==> src/rtl/bfs_pkg.sv <==
// shared types and constants for the burst-fire relay scheduler
// no dependencies; used by every module in rtl/
`timescale 1ns / 1ps

package bfs_pkg;

  // field widths
  localparam int unsigned CMD_W     = 2;
  localparam int unsigned DUTY_W    = 16;
  localparam int unsigned CFG_W     = 16;
  localparam int unsigned CFG_IDX_W = 2;

  // serial arithmetic widths
  localparam int unsigned DIV_W = 32;  // dividend and quotient
  localparam int unsigned DVS_W = 16;  // divisor and remainder
  localparam int unsigned MUL_W = 16;  // both factors

  // command codes
  localparam logic [CMD_W-1:0] CMD_TICK  = 2'd0;
  localparam logic [CMD_W-1:0] CMD_APPLY = 2'd1;
  localparam logic [CMD_W-1:0] CMD_OFF   = 2'd2;

  // register indexes
  localparam logic [CFG_IDX_W-1:0] CFG_IDX_WAVE   = 2'd0;
  localparam logic [CFG_IDX_W-1:0] CFG_IDX_WINDOW = 2'd1;
  localparam logic [CFG_IDX_W-1:0] CFG_IDX_POL    = 2'd2;

  // register reset values and clamp limits
  localparam logic [CFG_W-1:0] WAVE_RST     = 16'd20;
  localparam logic [CFG_W-1:0] WINDOW_RST   = 16'd1000;
  localparam logic [CFG_W-1:0] WAVE_MIN     = 16'd10;
  localparam logic [CFG_W-1:0] WAVE_DEFAULT = 16'd20;
  localparam logic [CFG_W-1:0] WINDOW_MIN   = 16'd20;

  // permille scale
  localparam logic [DUTY_W-1:0] PERMILLE_FULL = 16'd1000;
  localparam logic [DUTY_W-1:0] PERMILLE_HALF = 16'd500;

  typedef struct packed {
    logic [CMD_W-1:0]  command;
    logic              enable;
    logic [DUTY_W-1:0] duty_req;
  } in_t;

  typedef struct packed {
    logic              output_on;
    logic              pin_level;
    logic              sched_en;
    logic [DUTY_W-1:0] duty_held;
  } out_t;

endpackage

==> src/rtl/burst_fire_ssr_scheduler.sv <==
// burst-fire scheduler for a full-wave solid-state relay, top level
// depends on bfs_pkg, bfs_div and bfs_mul
`timescale 1ns / 1ps
//
//  channel   dir   handshake              payload
//  ------------------------------------------------------------------
//  cfg       in    cfg_valid_i/cfg_ready_o  cfg_index_i, cfg_data_i
//  in        in    in_valid_i/in_ready_o    in_data_i  (bfs_pkg::in_t)
//  out       out   out_valid_o/out_ready_i  out_data_o (bfs_pkg::out_t)
//
//  a tick, force-off, disabled apply, unused command or apply with duty 0 or
//  >= 1000 passes from the transfer cycle to the push step, which loads the
//  result; an apply with a partial duty runs the serial datapath: window /
//  wave, duty*waves and the rounding / 1000; unless the on-wave count is 0
//  or all waves, idx*count and / waves follow
//  reset leaves registers at 20 ms wave, 1000 ms window, active high, relay off
//  a result that is not taken holds only the push step: the next item is
//  accepted as soon as the result register has been loaded

module burst_fire_ssr_scheduler #(
  parameter int unsigned TIME_BITS = 16
) (
  input  logic                          clk_i,
  input  logic                          rst_ni,
  input  logic                          cfg_valid_i,
  output logic                          cfg_ready_o,
  input  logic [bfs_pkg::CFG_IDX_W-1:0] cfg_index_i,
  input  logic [bfs_pkg::CFG_W-1:0]     cfg_data_i,
  input  logic                          in_valid_i,
  output logic                          in_ready_o,
  input  bfs_pkg::in_t                  in_data_i,
  output logic                          out_valid_o,
  input  logic                          out_ready_i,
  output bfs_pkg::out_t                 out_data_o
);

  localparam int unsigned CW = 33;  // compare width for phase vs window
  localparam int unsigned W  = bfs_pkg::CFG_W;

  typedef enum logic [6:0] {
    S_IDLE  = 7'b0000001,
    S_WAVES = 7'b0000010,
    S_MUL1  = 7'b0000100,
    S_ONW   = 7'b0001000,
    S_MUL2  = 7'b0010000,
    S_REM   = 7'b0100000,
    S_PUSH  = 7'b1000000
  } state_e;

  state_e state_q, state_d;

  // configuration registers, raw bits, clamped at use
  logic [W-1:0] cfg_wave_q, cfg_wave_d;
  logic [W-1:0] cfg_win_q, cfg_win_d;
  logic         cfg_ah_q, cfg_ah_d;

  // phase counter plus its split into wave index and ms within the wave
  logic [TIME_BITS-1:0] phase_q, phase_d;
  logic [W-1:0]         ms_q, ms_d;
  logic [W-1:0]         widx_q, widx_d;

  // relay state
  logic                       relay_q, relay_d;
  logic                       sched_q, sched_d;
  logic [bfs_pkg::DUTY_W-1:0] duty_q, duty_d;

  // datapath scratch
  logic [W-1:0] waves_q, waves_d;
  logic [W-1:0] on_q, on_d;

  // result register
  logic          out_valid_q, out_valid_d;
  bfs_pkg::out_t out_data_q, out_data_d;

  // effective wave and window
  logic [W-1:0] fw_eff, win_clamp, win_eff;
  assign fw_eff    = (cfg_wave_q < bfs_pkg::WAVE_MIN) ? bfs_pkg::WAVE_DEFAULT : cfg_wave_q;
  assign win_clamp = (cfg_win_q < bfs_pkg::WINDOW_MIN) ? bfs_pkg::WINDOW_MIN : cfg_win_q;
  assign win_eff   = (win_clamp < fw_eff) ? fw_eff : win_clamp;

  // tick arithmetic
  logic [TIME_BITS:0] phase_inc;
  logic               phase_wrap;
  logic [W-1:0]       ms_inc;
  assign phase_inc  = {1'b0, phase_q} + (TIME_BITS+1)'(1);
  assign phase_wrap = (CW'(phase_inc) >= CW'(win_eff)) || phase_inc[TIME_BITS];
  assign ms_inc     = ms_q + W'(1);

  // serial units
  logic                        div_start, div_done;
  logic [bfs_pkg::DIV_W-1:0]   div_dividend, div_quot;
  logic [bfs_pkg::DVS_W-1:0]   div_divisor, div_rem;
  logic                        mul_start, mul_done;
  logic [bfs_pkg::MUL_W-1:0]   mul_a, mul_b;
  logic [2*bfs_pkg::MUL_W-1:0] mul_prod;

  bfs_div u_div (
    .clk_i      (clk_i),
    .rst_ni     (rst_ni),
    .start_i    (div_start),
    .dividend_i (div_dividend),
    .divisor_i  (div_divisor),
    .done_o     (div_done),
    .quot_o     (div_quot),
    .rem_o      (div_rem)
  );

  bfs_mul u_mul (
    .clk_i   (clk_i),
    .rst_ni  (rst_ni),
    .start_i (mul_start),
    .a_i     (mul_a),
    .b_i     (mul_b),
    .done_o  (mul_done),
    .prod_o  (mul_prod)
  );

  // waves is never zero since the window is at least one wave
  logic [W-1:0] waves_w;
  assign waves_w = (div_quot[W-1:0] == '0) ? W'(1) : div_quot[W-1:0];

  // a wave index in a partial last wave counts as the last whole wave
  logic [W-1:0] idx_w;
  assign idx_w = (widx_q >= waves_q) ? (waves_q - W'(1)) : widx_q;

  // bresenham step: hi > lo exactly when rem + on-wave count reaches waves
  logic step_on;
  assign step_on = ({1'b0, div_rem} + {1'b0, on_q}) >= {1'b0, waves_q};

  assign in_ready_o  = (state_q == S_IDLE);
  assign cfg_ready_o = (state_q == S_IDLE);

  always_comb begin
    state_d      = state_q;
    cfg_wave_d   = cfg_wave_q;
    cfg_win_d    = cfg_win_q;
    cfg_ah_d     = cfg_ah_q;
    phase_d      = phase_q;
    ms_d         = ms_q;
    widx_d       = widx_q;
    relay_d      = relay_q;
    sched_d      = sched_q;
    duty_d       = duty_q;
    waves_d      = waves_q;
    on_d         = on_q;
    out_valid_d  = out_valid_q;
    out_data_d   = out_data_q;
    div_start    = 1'b0;
    div_dividend = '0;
    div_divisor  = '0;
    mul_start    = 1'b0;
    mul_a        = '0;
    mul_b        = '0;

    if (out_valid_q && out_ready_i) begin
      out_valid_d = 1'b0;
    end

    unique case (state_q)
      S_IDLE: begin
        if (in_valid_i) begin
          state_d = S_PUSH;
          case (in_data_i.command)
            bfs_pkg::CMD_TICK: begin
              if (phase_wrap) begin
                phase_d = '0;
                ms_d    = '0;
                widx_d  = '0;
              end else begin
                phase_d = phase_inc[TIME_BITS-1:0];
                if (ms_inc == fw_eff) begin
                  ms_d   = '0;
                  widx_d = widx_q + W'(1);
                end else begin
                  ms_d = ms_inc;
                end
              end
            end
            bfs_pkg::CMD_APPLY: begin
              if (!in_data_i.enable) begin
                sched_d = 1'b0;
                duty_d  = '0;
                relay_d = 1'b0;
              end else begin
                sched_d = 1'b1;
                duty_d  = in_data_i.duty_req;
                if (in_data_i.duty_req == '0) begin
                  relay_d = 1'b0;
                end else if (in_data_i.duty_req >= bfs_pkg::PERMILLE_FULL) begin
                  relay_d = 1'b1;
                end else begin
                  // waves = window / wave
                  div_start    = 1'b1;
                  div_dividend = bfs_pkg::DIV_W'(win_eff);
                  div_divisor  = fw_eff;
                  state_d      = S_WAVES;
                end
              end
            end
            bfs_pkg::CMD_OFF: begin
              sched_d = 1'b0;
              duty_d  = '0;
              relay_d = 1'b0;
            end
            default: ;
          endcase
        end
      end
      S_WAVES: begin
        if (div_done) begin
          waves_d   = waves_w;
          mul_start = 1'b1;
          mul_a     = duty_q;
          mul_b     = waves_w;
          state_d   = S_MUL1;
        end
      end
      S_MUL1: begin
        if (mul_done) begin
          // rounded on-wave count = (duty * waves + 500) / 1000
          div_start    = 1'b1;
          div_dividend = mul_prod + bfs_pkg::DIV_W'(bfs_pkg::PERMILLE_HALF);
          div_divisor  = bfs_pkg::PERMILLE_FULL;
          state_d      = S_ONW;
        end
      end
      S_ONW: begin
        if (div_done) begin
          on_d = div_quot[W-1:0];
          if (div_quot[W-1:0] == '0) begin
            relay_d = 1'b0;
            state_d = S_PUSH;
          end else if (div_quot[W-1:0] >= waves_q) begin
            relay_d = 1'b1;
            state_d = S_PUSH;
          end else begin
            mul_start = 1'b1;
            mul_a     = idx_w;
            mul_b     = div_quot[W-1:0];
            state_d   = S_MUL2;
          end
        end
      end
      S_MUL2: begin
        if (mul_done) begin
          div_start    = 1'b1;
          div_dividend = mul_prod;
          div_divisor  = waves_q;
          state_d      = S_REM;
        end
      end
      S_REM: begin
        if (div_done) begin
          relay_d = step_on;
          state_d = S_PUSH;
        end
      end
      S_PUSH: begin
        if (!out_valid_q || out_ready_i) begin
          out_valid_d          = 1'b1;
          out_data_d.output_on = relay_q;
          out_data_d.pin_level = relay_q ^ ~cfg_ah_q;
          out_data_d.sched_en  = sched_q;
          out_data_d.duty_held = duty_q;
          state_d              = S_IDLE;
        end
      end
      default: state_d = S_IDLE;
    endcase

    // register write restarts the phase
    if (cfg_valid_i && cfg_ready_o) begin
      unique case (cfg_index_i)
        bfs_pkg::CFG_IDX_WAVE: begin
          cfg_wave_d = cfg_data_i;
          phase_d    = '0;
          ms_d       = '0;
          widx_d     = '0;
        end
        bfs_pkg::CFG_IDX_WINDOW: begin
          cfg_win_d = cfg_data_i;
          phase_d   = '0;
          ms_d      = '0;
          widx_d    = '0;
        end
        bfs_pkg::CFG_IDX_POL: begin
          cfg_ah_d = cfg_data_i[0];
          phase_d  = '0;
          ms_d     = '0;
          widx_d   = '0;
        end
        default: ;
      endcase
    end
  end

  always_ff @(posedge clk_i or negedge rst_ni) begin
    if (!rst_ni) begin
      state_q     <= S_IDLE;
      cfg_wave_q  <= bfs_pkg::WAVE_RST;
      cfg_win_q   <= bfs_pkg::WINDOW_RST;
      cfg_ah_q    <= 1'b1;
      phase_q     <= '0;
      ms_q        <= '0;
      widx_q      <= '0;
      relay_q     <= 1'b0;
      sched_q     <= 1'b0;
      duty_q      <= '0;
      out_valid_q <= 1'b0;
    end else begin
      state_q     <= state_d;
      cfg_wave_q  <= cfg_wave_d;
      cfg_win_q   <= cfg_win_d;
      cfg_ah_q    <= cfg_ah_d;
      phase_q     <= phase_d;
      ms_q        <= ms_d;
      widx_q      <= widx_d;
      relay_q     <= relay_d;
      sched_q     <= sched_d;
      duty_q      <= duty_d;
      out_valid_q <= out_valid_d;
    end
  end

  // datapath scratch and result payload
  always_ff @(posedge clk_i) begin
    waves_q    <= waves_d;
    on_q       <= on_d;
    out_data_q <= out_data_d;
  end

  assign out_valid_o = out_valid_q;
  assign out_data_o  = out_data_q;

  // phase stays inside the effective window
  a_phase_in_window: assert property (@(posedge clk_i) disable iff (!rst_ni)
    CW'(phase_q) < CW'(win_eff))
    else $error("phase outside window");

  // ms counter stays inside one wave
  a_ms_in_wave: assert property (@(posedge clk_i) disable iff (!rst_ni)
    ms_q < fw_eff)
    else $error("ms counter outside wave");

  // divider results arrive only where the sequencer waits for them
  a_div_done_state: assert property (@(posedge clk_i) disable iff (!rst_ni)
    div_done |-> (state_q == S_WAVES || state_q == S_ONW || state_q == S_REM))
    else $error("divider done in wrong state");

  // relay is only on while the scheduler is enabled
  a_relay_sched: assert property (@(posedge clk_i) disable iff (!rst_ni)
    relay_q |-> sched_q)
    else $error("relay on while scheduler disabled");

  // a push with room loads the result register and returns to idle
  a_push_loads: assert property (@(posedge clk_i) disable iff (!rst_ni)
    (state_q == S_PUSH && (!out_valid_q || out_ready_i)) |=>
      (out_valid_q && state_q == S_IDLE))
    else $error("push did not load result");

endmodule

==> src/rtl/bfs_div.sv <==
// bit-serial restoring divider, one quotient bit per cycle
// depends on bfs_pkg for operand widths
`timescale 1ns / 1ps

module bfs_div (
  input  logic                      clk_i,
  input  logic                      rst_ni,
  input  logic                      start_i,
  input  logic [bfs_pkg::DIV_W-1:0] dividend_i,
  input  logic [bfs_pkg::DVS_W-1:0] divisor_i,
  output logic                      done_o,
  output logic [bfs_pkg::DIV_W-1:0] quot_o,
  output logic [bfs_pkg::DVS_W-1:0] rem_o
);

  localparam int unsigned CNT_W = $clog2(bfs_pkg::DIV_W);

  logic                      busy_q, busy_d;
  logic                      done_q, done_d;
  logic [CNT_W-1:0]          cnt_q, cnt_d;
  logic [bfs_pkg::DIV_W-1:0] num_q, num_d;
  logic [bfs_pkg::DVS_W-1:0] den_q, den_d;
  logic [bfs_pkg::DVS_W-1:0] rem_q, rem_d;

  logic [bfs_pkg::DVS_W:0] shifted;
  logic [bfs_pkg::DVS_W:0] diff;
  logic                    ge;

  // shift in the next dividend bit and try one subtract
  assign shifted = {rem_q, num_q[bfs_pkg::DIV_W-1]};
  assign ge      = shifted >= {1'b0, den_q};
  assign diff    = shifted - {1'b0, den_q};

  always_comb begin
    busy_d = busy_q;
    done_d = 1'b0;
    cnt_d  = cnt_q;
    num_d  = num_q;
    den_d  = den_q;
    rem_d  = rem_q;
    if (start_i) begin
      busy_d = 1'b1;
      cnt_d  = '0;
      num_d  = dividend_i;
      den_d  = divisor_i;
      rem_d  = '0;
    end else if (busy_q) begin
      rem_d = ge ? diff[bfs_pkg::DVS_W-1:0] : shifted[bfs_pkg::DVS_W-1:0];
      num_d = {num_q[bfs_pkg::DIV_W-2:0], ge};
      cnt_d = cnt_q + CNT_W'(1);
      if (cnt_q == CNT_W'(bfs_pkg::DIV_W - 1)) begin
        busy_d = 1'b0;
        done_d = 1'b1;
      end
    end
  end

  always_ff @(posedge clk_i or negedge rst_ni) begin
    if (!rst_ni) begin
      busy_q <= 1'b0;
      done_q <= 1'b0;
      cnt_q  <= '0;
    end else begin
      busy_q <= busy_d;
      done_q <= done_d;
      cnt_q  <= cnt_d;
    end
  end

  always_ff @(posedge clk_i) begin
    num_q <= num_d;
    den_q <= den_d;
    rem_q <= rem_d;
  end

  assign done_o = done_q;
  assign quot_o = num_q;
  assign rem_o  = rem_q;

endmodule

==> src/rtl/bfs_mul.sv <==
// bit-serial shift-add multiplier, one multiplier bit per cycle
// depends on bfs_pkg for operand widths
`timescale 1ns / 1ps

module bfs_mul (
  input  logic                        clk_i,
  input  logic                        rst_ni,
  input  logic                        start_i,
  input  logic [bfs_pkg::MUL_W-1:0]   a_i,
  input  logic [bfs_pkg::MUL_W-1:0]   b_i,
  output logic                        done_o,
  output logic [2*bfs_pkg::MUL_W-1:0] prod_o
);

  localparam int unsigned W     = bfs_pkg::MUL_W;
  localparam int unsigned CNT_W = $clog2(W);

  logic             busy_q, busy_d;
  logic             done_q, done_d;
  logic [CNT_W-1:0] cnt_q, cnt_d;
  logic [W-1:0]     a_q, a_d;
  logic [2*W-1:0]   p_q, p_d;

  logic [W:0] sum;

  // upper half accumulates, lower half shifts the multiplier out
  assign sum = {1'b0, p_q[2*W-1:W]} + {1'b0, a_q};

  always_comb begin
    busy_d = busy_q;
    done_d = 1'b0;
    cnt_d  = cnt_q;
    a_d    = a_q;
    p_d    = p_q;
    if (start_i) begin
      busy_d = 1'b1;
      cnt_d  = '0;
      a_d    = a_i;
      p_d    = {{W{1'b0}}, b_i};
    end else if (busy_q) begin
      if (p_q[0]) begin
        p_d = {sum, p_q[W-1:1]};
      end else begin
        p_d = {1'b0, p_q[2*W-1:1]};
      end
      cnt_d = cnt_q + CNT_W'(1);
      if (cnt_q == CNT_W'(W - 1)) begin
        busy_d = 1'b0;
        done_d = 1'b1;
      end
    end
  end

  always_ff @(posedge clk_i or negedge rst_ni) begin
    if (!rst_ni) begin
      busy_q <= 1'b0;
      done_q <= 1'b0;
      cnt_q  <= '0;
    end else begin
      busy_q <= busy_d;
      done_q <= done_d;
      cnt_q  <= cnt_d;
    end
  end

  always_ff @(posedge clk_i) begin
    a_q <= a_d;
    p_q <= p_d;
  end

  assign done_o = done_q;
  assign prod_o = p_q;

endmodule
==> config.mk <==
export PLATFORM = sky130hd
export DESIGN_NAME = burst_fire_ssr_scheduler
export DESIGN_NICKNAME = d
export VERILOG_FILES = /design/src/rtl/bfs_pkg.sv /design/src/rtl/burst_fire_ssr_scheduler.sv /design/src/rtl/bfs_div.sv /design/src/rtl/bfs_mul.sv
export SDC_FILE = /design/constraint.sdc
export NUM_CORES = 1
export LEC_CHECK = 0
export CORE_UTILIZATION = 35
export DETAILED_ROUTE_END_ITERATION = 12
export DONT_BUFFER_PORTS = 1
export PLACE_DENSITY = 0.54
export SLEW_MARGIN = 10
export SYNTH_ARGS = -nofsm -noshare
export SYNTH_HDL_FRONTEND = slang
export SYNTH_SLANG_ARGS = --single-unit
==> constraint.sdc <==
create_clock -name clk_i -period 5 [get_ports clk_i]
set_input_delay 0.5 -clock clk_i [delete_from_list [all_inputs] [get_ports clk_i]]
set_output_delay 0.5 -clock clk_i [all_outputs]
set_load 0.01 [all_outputs]
* Yosys cells after proc, flatten, opt, wreduce, memory -nomap -nowiden
Cells that the tools add are included.
** Operators by class
- Add/sub/neg operators :: 10
- Magnitude comparators :: 9
- Bitwise gates (word level) :: 2
- Equal/unequal tests :: 24
- Reductions and logical operators :: 24
- Mux-type cells :: 116
** Operators with widths (number)
- $mux W16 :: 48
- $mux W32 :: 5
- $pmux W16 S2 :: 3
- $pmux W32 S3 :: 1
- $mux W7 :: 13
- $ge A17 B16 Y1 :: 3
- $pmux W7 S7 :: 1
- $pmux W16 S3 :: 1
- $add A16 B16 Y17 :: 2
- $mux W1 :: 34
- $add A16 B1 Y16 const B :: 2
- $add A32 B9 Y32 const B :: 1
- $ge A16 B16 Y1 :: 2
- $logic_not A16 Y1 :: 2
- $add A16 B1 Y17 const B :: 1
- $eq A16 B16 Y1 :: 1
- $ge A16 B10 Y1 const B :: 1
- $lt A16 B16 Y1 :: 1
- $lt A16 B4 Y1 const B :: 1
- $lt A16 B5 Y1 const B :: 1
- $sub A16 B1 Y16 const B :: 1
- $sub A16 B16 Y16 :: 1
- $reduce_and A7 Y1 :: 2
- $ne A2 B1 Y1 const B :: 6
- 34 further kinds :: 51
** Word-level totals
- Register bits :: 283
- Output and inout bits :: 22
- Logic and storage cells :: 214
- Bits of input ports :: 42

* Longest topological paths before layout
Gate-level depths: netlist of run 1.
- Depth after elaboration :: 12
- Mapped depth :: 22
- Gate-level depth less buffers :: 19

* Hierarchy
Synthesis of run 1 repeated with hierarchy kept, for this count alone.
** Second synthesis, totals
- Cells, all modules :: 1970
- Area total of the unflattened synthesis :: 18656.6 um^2
** By module, submodules not included
- burst_fire_ssr_scheduler :: area an instance 11990.2 um^2, cells each 1392, sequential area each 4221.5 um^2, times used 1
- bfs_div :: area an instance 3787.4 um^2, cells each 320, sequential area each 1936.9 um^2, times used 1
- bfs_mul :: area an instance 2879.0 um^2, cells each 258, sequential area each 1431.4 um^2, times used 1

* Least setup slack after synthesis of run 1
Ideal clock, no wire load.
- Path type :: register -> register
- Start point :: reg cfg_wave_q[7]
- End point :: reg phase_q[11]
- Arrival :: 5.062 ns
- Setup slack :: -0.140 ns
- Clock period less this slack :: 5.140 ns
- Stages on the path, launching flop included :: 21
- Library setup time :: 0.078 ns
- Required time :: 4.922 ns
- Path buffers :: 3
- Cell sequence :: dfrtp_1 -> or4_4 -> o41ai_4 -> ha_1 -> nand2_1 -> o21ai_1 -> a21o_2 -> a41oi_4 -> buf_6 -> mux2i_1 -> ha_1 -> a211o_1 -> o221a_2 -> o31ai_1 -> a21oi_1 -> or3_1 -> clkbuf_1 -> nor2_1 -> clkbuf_1 -> nand2_1 -> a21oi_1
** On the way
- Longest elaborated chain between the ends :: 12
** RTL lines
- start: declaration :: line burst_fire_ssr_scheduler.sv:53 : logic [W-1:0] cfg_wave_q, cfg_wave_d;
- start signal: assignment :: line burst_fire_ssr_scheduler.sv:300 : cfg_wave_q <= bfs_pkg::WAVE_RST;
- start signal: assignment :: line burst_fire_ssr_scheduler.sv:312 : cfg_wave_q <= cfg_wave_d;
- $lt A16 B4 Y1 :: line burst_fire_ssr_scheduler.sv:77 : assign fw_eff = (cfg_wave_q < bfs_pkg::WAVE_MIN) ? bfs_pkg::WAVE_DEFAULT : cfg_wave_q;
- $mux W16 * :: line burst_fire_ssr_scheduler.sv:77
- $lt A16 B16 Y1 :: line burst_fire_ssr_scheduler.sv:79 : assign win_eff = (win_clamp < fw_eff) ? fw_eff : win_clamp;
- $mux W16 * :: line burst_fire_ssr_scheduler.sv:79
- $ge A17 B16 Y1 * :: line burst_fire_ssr_scheduler.sv:86 : assign phase_wrap = (CW'(phase_inc) >= CW'(win_eff)) || phase_inc[TIME_BITS];
- $logic_or A1 B1 Y1 * :: line burst_fire_ssr_scheduler.sv:86
- $mux W16 * :: line burst_fire_ssr_scheduler.sv:165 : if (phase_wrap) begin
- $mux W16 * :: line burst_fire_ssr_scheduler.sv:163 : case (in_data_i.command)
- $mux W16 * :: line burst_fire_ssr_scheduler.sv:161 : if (in_valid_i) begin
- $mux W16 * :: line burst_fire_ssr_scheduler.sv:159 : unique case (state_q)
- $mux W16 :: line burst_fire_ssr_scheduler.sv:273 : unique case (cfg_index_i)
- $mux W16 * :: line burst_fire_ssr_scheduler.sv:272 : if (cfg_valid_i && cfg_ready_o) begin
- via phase_d[11] :: line burst_fire_ssr_scheduler.sv:58 : logic [TIME_BITS-1:0] phase_q, phase_d;
- end signal: assignment :: line burst_fire_ssr_scheduler.sv:315 : phase_q <= phase_d;
- end: declaration :: line burst_fire_ssr_scheduler.sv:58
Mark *: on every way through the listed nets, which the timed path passes. The rest lies on a longest branch.
A chain may end at the register's enable or synchronous reset.

* Final worst setup path of run 1
- Start point :: reg cfg_wave_q[11]
- End point :: reg ms_q[7]
** On the way
- Longest elaborated chain between the ends :: 12
- Elaborated cells on any way between the ends :: 14
- Those cells by class :: order compare (3); eq/ne (1); mux (9); reduce/logical (1)
** RTL lines
- $lt A16 B4 Y1 :: line burst_fire_ssr_scheduler.sv:77
- $mux W16 * :: line burst_fire_ssr_scheduler.sv:77
- $lt A16 B16 Y1 :: line burst_fire_ssr_scheduler.sv:79
- $mux W16 :: line burst_fire_ssr_scheduler.sv:79
- $ge A17 B16 Y1 :: line burst_fire_ssr_scheduler.sv:86
- $logic_or A1 B1 Y1 :: line burst_fire_ssr_scheduler.sv:86
- $mux W16 * :: line burst_fire_ssr_scheduler.sv:165
- $mux W16 * :: line burst_fire_ssr_scheduler.sv:163
- $mux W16 * :: line burst_fire_ssr_scheduler.sv:161
- $mux W16 * :: line burst_fire_ssr_scheduler.sv:159
- $mux W16 :: line burst_fire_ssr_scheduler.sv:273
- $mux W16 * :: line burst_fire_ssr_scheduler.sv:272
- via ms_d[7] :: line burst_fire_ssr_scheduler.sv:59 : logic [W-1:0] ms_q, ms_d;
- end signal: assignment :: line burst_fire_ssr_scheduler.sv:316 : ms_q <= ms_d;
- end: declaration :: line burst_fire_ssr_scheduler.sv:59
Marks and branches as above.

==> results of run 1 <==
## layout by cell type (no fill, tap or decap), drive strengths merged, types with 66 or more instances in the layout
master and instances:
nand2 220, o21ai 145, ha 138, edfxtp 131, nor2 116, buf 112
dfrtp 110, a21oi 94, inv 89, nand3 66
## final cells by class
type                            count  area (um^2)  share of cell area
Multi-Input combinational cell   1486        10400               0.487
Sequential cell                   283         7590               0.354
Clock buffer                       50         1040              0.0483
Timing Repair Buffer              115          986              0.0460
Tap cell                          680          851              0.0397
Inverter                           88          330              0.0154
Clock inverter                     18          198             0.00922
## routing by layer
layer  global-route usage  share of wire  vias to the layer above
met5                    0              0                        -
met4               0.0644          0.025                        0
met3               0.0259          0.042                       79
met2                0.334           0.47                      379
met1                0.275           0.46                     7508
li1                     -              -                     7410
## power breakdown
group | total, mW | switching [mW] | internal, mW
clock | 2.72 | 1.10 | 1.62
sequential | 3.46 | 0.530 | 2.93
combinational | 4.95 | 2.62 | 2.33
total | 11.1 | 4.25 | 6.88
## metrics by stage
| step | power, mW | cells | TNS [ns] | util | instance area (um^2) |
|---|---|---|---|---|---|
| after floorplan | 6.27 | 1971 | -0.0103 | - | 18500 |
| after global placement | 7.78 | 2640 | -3.72 | 0.381 | 19700 |
| after detailed placement | 7.85 | 2640 | -6.61 | 0.381 | 19700 |
| after CTS | 10.8 | 2712 | 0 | 0.408 | 21100 |
| after global routing | 11.8 | 2720 | -0.299 | 0.415 | 21400 |
| final | 11.1 | 2720 | 0 | 0.415 | 21400 |
## cells by family (layout without fill, tap and decap cells)
kind of cell	after synthesis	in the layout	synth area share
xor gates and xnor gates	88	88	0.0417
and+or+nand+nor	683	683	0.185
adders and majority gates	141	141	0.0966
AOI/OAI and AO/OA	494	494	0.179
muxes	80	80	0.0452
buffers and inverters	202	271	0.0430
DFF	283	283	0.410
## path summary, 6_finish.rpt
kind	slack (ns)	cells after the start	to
max	0.10	17	ms_q[7]
min	0.06	2	cfg_wave_q[5]
max reg2reg	0.10	17	ms_q[7]
min reg2reg	0.45	0	out_data_o[16]
max in group asynchronous	3.91	2	cfg_win_q[4]
min in group asynchronous	0.58	2	widx_q[11]
## what timing repair did
action	4_1_cts	5_1_grt
endpoints found under the setup margin	48	48
pin swaps	7	27
buffers inserted	1	6
hold buffers	3	0
endpoints found under the hold margin	121	0
cloned	0	2
gates resized for setup	18	55
==> reports/results.txt, run 1 <==
status - finished clean
Syn Nets - 2154
drt initial violations - 1055
Die Span Y - 232 um
crit path launch - cfg_wave_q[11]
share of the synthesized area in the top cell type - 0.213
DRC Markers - 0
CTS tree - yes
Fmax - 204 MHz
Pleak - 8.86 nW
core box area - 51700 um^2
first-pass GRT wire length - 85.3 mm
Worst Setup Slack, final - 0.100 ns
post-synth top area cell - edfxtp_1
post-synth cell types - 89
clk slew on worst S/H paths - 0.06 ns
number of global-route vias before repair - 14700
Layout Skew - 0.0287 ns
post-route ant nets - 0
Mapped Area - 18500 um^2
Post-DP HPWL - 40.5 mm
Final #Nets - 2194
All-Layer GR Usage - 0.203
VDD IR max - 0.431 mV
pin count of the biggest net entering global routing - 121
RR Startpoint - cfg_wave_q[11]
Rows - 83
hold path startpoint - cfg_data_i[5]
Final Hold Fails - 0
Finish-stage setup viols - 0
Max FO, Critical Path - 10
CTS Buf Count - 37
Inserted Diodes - 0
CTS max path bufs - 3
drt pass-1 iters - 6
Die Wd - 232 um
IO Port Bufs - 0
Slew headroom - 0.190
Critical-path top delay cell - or4_4
IO Pins - 64
Post-synth EDFFs - 131
Data required, critical path - 5.45 ns
Routed WL - 54.7 mm
routed vias/inst - 5.65
die area - 53800 um^2
cell mode on critical path - ha_1
Crit Path Class - reg2reg
clk sinks - 283
Synth Flop Type - edfxtp_1
min Tclk post-route - 4.90 ns
routability cong. - 0.907
Slew @ Worst Pin - 1.21 ns
CTS root buf - clkbuf_16
Fin Hold WS - 0.0580 ns
total global routing overflow - 0
startpoint types - register
Worst Hold Class - in2reg
Vias - 15400
Synth Warn # - 0
FFs w/ async S/R, synth - 0.424
H-tree Lvls - 2
Initial Utilization - 0.358
Max Cap Violations - 0
Filler cells - 5003
Synth Register Bits - 283
Final period util - 0.980
Routed WL per cell - 20.1 um
Mapped Avg Cell Area - 9.38 um^2
initial antenna violation count - 0
sequential share of the synthesized area - 0.410
share of cells above drive strength 1 - 0.134
Area growth syn-to-layout - 15.9%
most frequent cells after synthesis - 220 x nand2_1, 138 x ha_1, 136 x o21ai_0, 131 x edfxtp_1, 115 x nor2_1
Slowest Stage Delay on Critical Path - 0.55 ns
Syn Inst Count - 1971
critical-path cell list - buf_6, or4_4, o41ai_4, ha_1, nand2_1, o21ai_1, a21o_2, a41oi_4, buf_8, mux2i_1, ha_1, a221o_1, or3_4, nor2_4, buf_12, nand3_2, o31ai_2
Synth area leaders - edfxtp_1 21%, dfrtp_1 15%, ha_1 9.3%
Slew Viols, Final - 0
cell family with most CP delay - compound AO/OA/AOI/OAI gates
dpl ws - -0.219 ns
worst path bufs/invs - 3
Arrival @ worst endpoint - 5.35 ns
most frequent cell after synthesis - nand2_1
clock latency on the worst-skew pair - 0.58 ns
CP endpoint kind - register
pwr/cell area - 519 nW/um^2
(Power assumes the default switching activity.)
==> run 2: changes to the inputs <==
--- a/config.mk
+++ b/config.mk
@@ -8,7 +8,7 @@
 export CORE_UTILIZATION = 35
 export DETAILED_ROUTE_END_ITERATION = 12
 export DONT_BUFFER_PORTS = 1
-export PLACE_DENSITY = 0.54
+export PLACE_DENSITY = 0.49
 export SLEW_MARGIN = 10
 export SYNTH_ARGS = -nofsm -noshare
 export SYNTH_HDL_FRONTEND = slang
==> run 2 against run 1 <==
Against the previous run:
- the flow now finishes with violations (setup timing)
- sequential cell count unchanged
- non-clock buffer count increased by 8
- core utilization about the same
- die area unchanged
- total power about the same
- wire length increased by 3.8%
==> reports/results.txt, run 2 (synthesized netlist as in run 1, its figures left out) <==
Pleak - 8.88 nW
cell family with most CP delay - compound AO/OA/AOI/OAI gates
fin area - 21500 um^2
Post-Layout Cell Count - 2728
worst path bufs/invs - 5
routed vias/inst - 5.65
IO Pins - 64
Worst Setup Slack, final - -0.0188 ns
Layout Skew - 0.0310 ns
CTS root buf - clkbuf_16
Routed WL - 56.8 mm
Final period util - 1.00
Max Cap Violations - 0
clk slew on worst S/H paths - 0.06 ns
accumulated negative setup slack - -0.0366 ns
violated checks - setup timing
VDD IR max - 0.256 mV
hold depth - 2
core box area - 51700 um^2
most common cell after layout, fill and taps aside - nand2_1
drt initial violations - 1187
initial antenna violation count - 1
first-pass GRT wire length - 88.3 mm
pin count of the biggest net entering global routing - 121
pwr/cell area - 518 nW/um^2
Area growth syn-to-layout - 16.0%
All-Layer GR Usage - 0.210
number of global-route vias before repair - 14700
Slew Viols, Final - 0
IO Port Bufs - 0
R2R cell count - 22
dpl ws - -0.106 ns
Final Hold Fails - 0
CTS max path bufs - 3
CTS tree - yes
Arrival @ worst endpoint - 5.49 ns
critical-path cell list - buf_4, nor4_4, a41oi_2, ha_2, a2111o_1, a221oi_2, o21ai_2, a41oi_4, buf_6, buf_6, mux2i_4, ha_4, a211o_1, o221a_4, o31ai_4, a21oi_2, or3_4, nor2_4, buf_12, buf_12, a32oi_1, o31ai_2
Finish-stage setup viols - 4
clk sinks - 283
share of cells above drive strength 1 - 0.137
Routed WL per cell - 20.8 um
most frequent cells in the layout - 219 x nand2_1, 133 x ha_1, 131 x edfxtp_1
Die Wd - 232 um
Slew headroom - 0.220
Worst Hold Class - in2reg
Crit Path Class - reg2reg
Final #Nets - 2202
Die Span Y - 232 um
DRC Markers - 0
CP endpoint kind - register
Rows - 83
Data required, critical path - 5.47 ns
Max FO, Critical Path - 11
H-tree Lvls - 2
CTS Buf Count - 37
Slowest Stage Delay on Critical Path - 0.42 ns
Fmax - 199 MHz
post-place instance area - 19700 um^2
status - complete, but fails checks
drt pass-1 iters - 6
RSZ-0062 raised after global routing - yes
min Tclk post-route - 5.02 ns
Critical-path top delay cell - a2111o_1
post-route ant nets - 0
die area - 53800 um^2
Slew @ Worst Pin - 1.17 ns
Post-DP HPWL - 42.1 mm
Placed Instances - 2641
critical path depth - 22
total global routing overflow - 0
clock latency on the worst-skew pair - 0.56 ns
Vias - 15400
routability cong. - 0.894
Initial Utilization - 0.358
startpoint types - register
-- run 2: cell types whose count changed in the layout (fill, tap and decap cells not counted), moves of 4 or more --
cell,previous run,this run
o21ai_1,17,13
mux2i_4,6,1
clkinv_1,1,5
buf_4,98,105
clkinv_2,8,3
buf_6,6,11
-- run 2: what timing repair did --
item | 4_1_cts | 5_1_grt
gates resized for setup | 11 | 60
pin swaps | 4 | 40
gates cloned | 0 | 2
hold buffers | 3 | 0
hold endpoints to repair | 121 | 0
setup buffers | 1 | 13
endpoints found under the setup margin | 37 | 48
-- run 2: where the power goes --
group | total [mW] | switching, mW | internal, mW
Combinational | 4.96 | 2.65 | 2.31
Clock | 2.71 | 1.08 | 1.64
Sequential | 3.45 | 0.516 | 2.93
Total | 11.1 | 4.24 | 6.88
-- run 2: worst paths after layout --
path | startpoint | to | slack (ns)
setup / recovery | cfg_wave_q[13] | ms_q[7] | -0.02
hold / removal | cfg_data_i[10] | cfg_wave_q[10] | 0.05
setup reg to reg | cfg_wave_q[13] | ms_q[7] | -0.02
hold reg to reg | sched_q | out_data_o[16] | 0.44
max in group asynchronous | rst_ni | cfg_wave_q[15] | 3.86
min in group asynchronous | rst_ni | widx_q[10] | 0.59
-- run 2: worst reg2reg max path, delay by kind of cell, from the launching register on --
| family | cells | cell delay (ns) |
|---|---|---|
| mux | 1 | 0.25 |
| compound gates | 11 | 2.27 |
| fa+ha+maj | 2 | 0.46 |
| buf+inv | 5 | 0.69 |
| simple gates | 3 | 0.84 |
| flops | 1 | 0.40 |
-- run 2: stage by stage --
stage | hold slack [ns] | util | power, mW
after floorplan | 0.204 | - | 6.27
after global placement | 0.214 | 0.381 | 7.83
after detailed placement | 0.212 | 0.381 | 7.89
after CTS | 0.0289 | 0.407 | 10.7
after global routing | 0.0553 | 0.415 | 11.8
final | 0.0510 | 0.415 | 11.1
-- run 2: cell type report --
cell class / instances / area, um^2
Inverter: 88 / 330
Tap cell: 680 / 851
Fill cell: 5088 / 30300
Multi-Input combinational cell: 1486 / 10400
Timing Repair Buffer: 123 / 1040
Clock buffer: 50 / 1020
Antenna cell: 1 / 2.50
Sequential cell: 283 / 7590
Clock inverter: 17 / 201
-- run 2: layer usage --
metal | share of wire | global-route usage
met5 | 0 | 0
met2 | 0.48 | 0.354
met3 | 0.038 | 0.0248
met4 | 0.023 | 0.0596
met1 | 0.46 | 0.282
==> run 3: changes to the inputs <==
--- a/config.mk
+++ b/config.mk
@@ -8,7 +8,7 @@
 export CORE_UTILIZATION = 35
 export DETAILED_ROUTE_END_ITERATION = 12
 export DONT_BUFFER_PORTS = 1
-export PLACE_DENSITY = 0.49
+export PLACE_DENSITY_LB_ADDON = 0.15
 export SLEW_MARGIN = 10
 export SYNTH_ARGS = -nofsm -noshare
 export SYNTH_HDL_FRONTEND = slang
==> run 3 against run 2 <==
Against the previous run:
- non-clock buffer count fell by 13
- largest power group unchanged
- combinational power fell by 5.4%
- sequential cell count did not move
- clock skew barely moved
- critical endpoint unchanged
- the run now ends clean
==> reports/results.txt, run 3 (synthesized netlist as in run 1, its figures left out) <==
DRC Markers - 0
Worst Setup Slack, final - 0.104 ns
Slew @ Worst Pin - 1.13 ns
Area growth syn-to-layout - 14.7%
pin count of the biggest net entering global routing - 121
number of global-route vias before repair - 14900
area of the multi-input gates - 10300 um^2
fin area - 21200 um^2
Die Span Y - 232 um
Routed WL - 56.1 mm
most common cell after layout, fill and taps aside - nand2_1
slack of the worst reg-to-reg path - 0.10 ns
H-tree Lvls - 2
Arrival @ worst endpoint - 5.36 ns
Finish-stage setup viols - 0
Fin Hold WS - 0.0337 ns
Slew headroom - 0.245
drt pass-1 iters - 6
All-Layer GR Usage - 0.208
Max FO, Critical Path - 6
share of cells above drive strength 1 - 0.126
post-place instance area - 19700 um^2
post-route ant nets - 0
Die Wd - 232 um
CTS tree - yes
Final Hold Fails - 0
Worst R2R End - ms_q[7]
Rows - 83
most frequent cells in the layout - 220 x nand2_1, 136 x ha_1, 133 x o21ai_0
Crit Path Class - reg2reg
Worst Hold Class - in2reg
CTS Buf Count - 37
min Tclk post-route - 4.90 ns
IO Port Bufs - 0
clock latency on the worst-skew pair - 0.56 ns
pwr/cell area - 513 nW/um^2
initial antenna violation count - 0
Max Cap Violations - 0
Final period util - 0.979
crit path launch - cfg_wave_q[8]
CTS max path bufs - 3
accumulated negative setup slack - 0 ns
Post-DP HPWL - 42.1 mm
R2R cell count - 20
Data required, critical path - 5.47 ns
Vias - 15300
Inserted Diodes - 0
RR Startpoint - cfg_wave_q[8]
Final #Nets - 2189
clk slew on worst S/H paths - 0.05 ns
critical-path cell list - nor4_2, buf_4, a41oi_2, ha_2, a2111o_1, a221oi_2, o21ai_2, a41oi_4, buf_12, mux2_2, ha_1, a211o_1, o221a_2, o31ai_1, a21oi_1, or3_4, nor2_4, buf_6, nand3_2, o31ai_2
Layout Skew - 0.0306 ns
first-pass GRT wire length - 87.6 mm
dpl ws - -0.160 ns
CTS root buf - clkbuf_16
routability cong. - 0.909
startpoint types - register
clk sinks - 283
core box area - 51700 um^2
Pleak - 8.82 nW
IO Pins - 64
VDD IR max - 0.264 mV
Initial Utilization - 0.358
drt initial violations - 1140
total global routing overflow - 0
Filler cells - 5153
FF+latch area - 7590 um^2
Routed WL per cell - 20.7 um
CP Capture Point - ms_q[7]
routed vias/inst - 5.64
status - finished clean
CP endpoint kind - register
Slew Viols, Final - 0
Fmax - 204 MHz
Critical-path top delay cell - a2111o_1
Slowest Stage Delay on Critical Path - 0.43 ns
die area - 53800 um^2
run 3: power breakdown:
part | total [mW] | switching, mW | leakage (nW) | internal (mW)
Combinational | 4.69 | 2.57 | 5.25 | 2.12
Sequential | 3.45 | 0.517 | 2.96 | 2.93
Clock | 2.75 | 1.06 | 0.614 | 1.69
Total | 10.9 | 4.14 | 8.82 | 6.74
run 3: how the worst min path moves through the flow:
stage                    end        from  depth (start not counted)  slack (ns)
4_1_cts           state_q[0]  in_valid_i                          1       0.007
5_1_grt           state_q[0]  in_valid_i                          1        0.04
3_3_place_gp         sched_q      rst_ni                          0        0.21
2_1_floorplan  cfg_wave_q[0]      rst_ni                          0        0.20
6_report          state_q[0]  in_valid_i                          1        0.03
3_5_place_dp       duty_q[2]      rst_ni                          0        0.21
run 3: repair_timing:
action / in CTS / in global routing
pin swaps: 1 / 10
cloned: 0 / 1
hold endpoints to repair: 120 / 0
resized for setup: 10 / 31
buffers inserted: 1 / 3
hold buffers: 2 / 0
setup endpoints to repair: 45 / 48
run 3: area by class of cell:
cell class | instances | area share
Clock buffer | 52 | 0.0501
Clock inverter | 15 | 0.00902
Inverter | 88 | 0.0156
Multi-Input combinational cell | 1486 | 0.485
Sequential cell | 283 | 0.358
Tap cell | 680 | 0.0401
Timing Repair Buffer | 110 | 0.0421
run 3: critical path: cells and delay by family, from the launching register on:
family	cells	cell delay, ns
flops	1	0.40
mux	1	0.36
compound gates	10	2.15
buf+inv	3	0.49
simple gates	4	0.98
fa+ha+maj	2	0.43
run 3: routing by layer:
metal / share of wire / up-vias / global-route usage
met1: 0.45 / 7506 / 0.278
met5: 0 / - / 0
li1: - / 7395 / -
met4: 0.026 / 0 / 0.0590
met3: 0.039 / 77 / 0.0252
met2: 0.48 / 322 / 0.353
run 3: metrics by stage:
stage          utilization  total power, mW  instances
3_5_place_dp         0.381             7.81       2640
2_1_floorplan            -             6.27       1971
3_3_place_gp         0.381             7.75       2640
6_report             0.410             10.9       2714
4_1_cts              0.407             10.8       2710
5_1_grt              0.410             11.6       2714
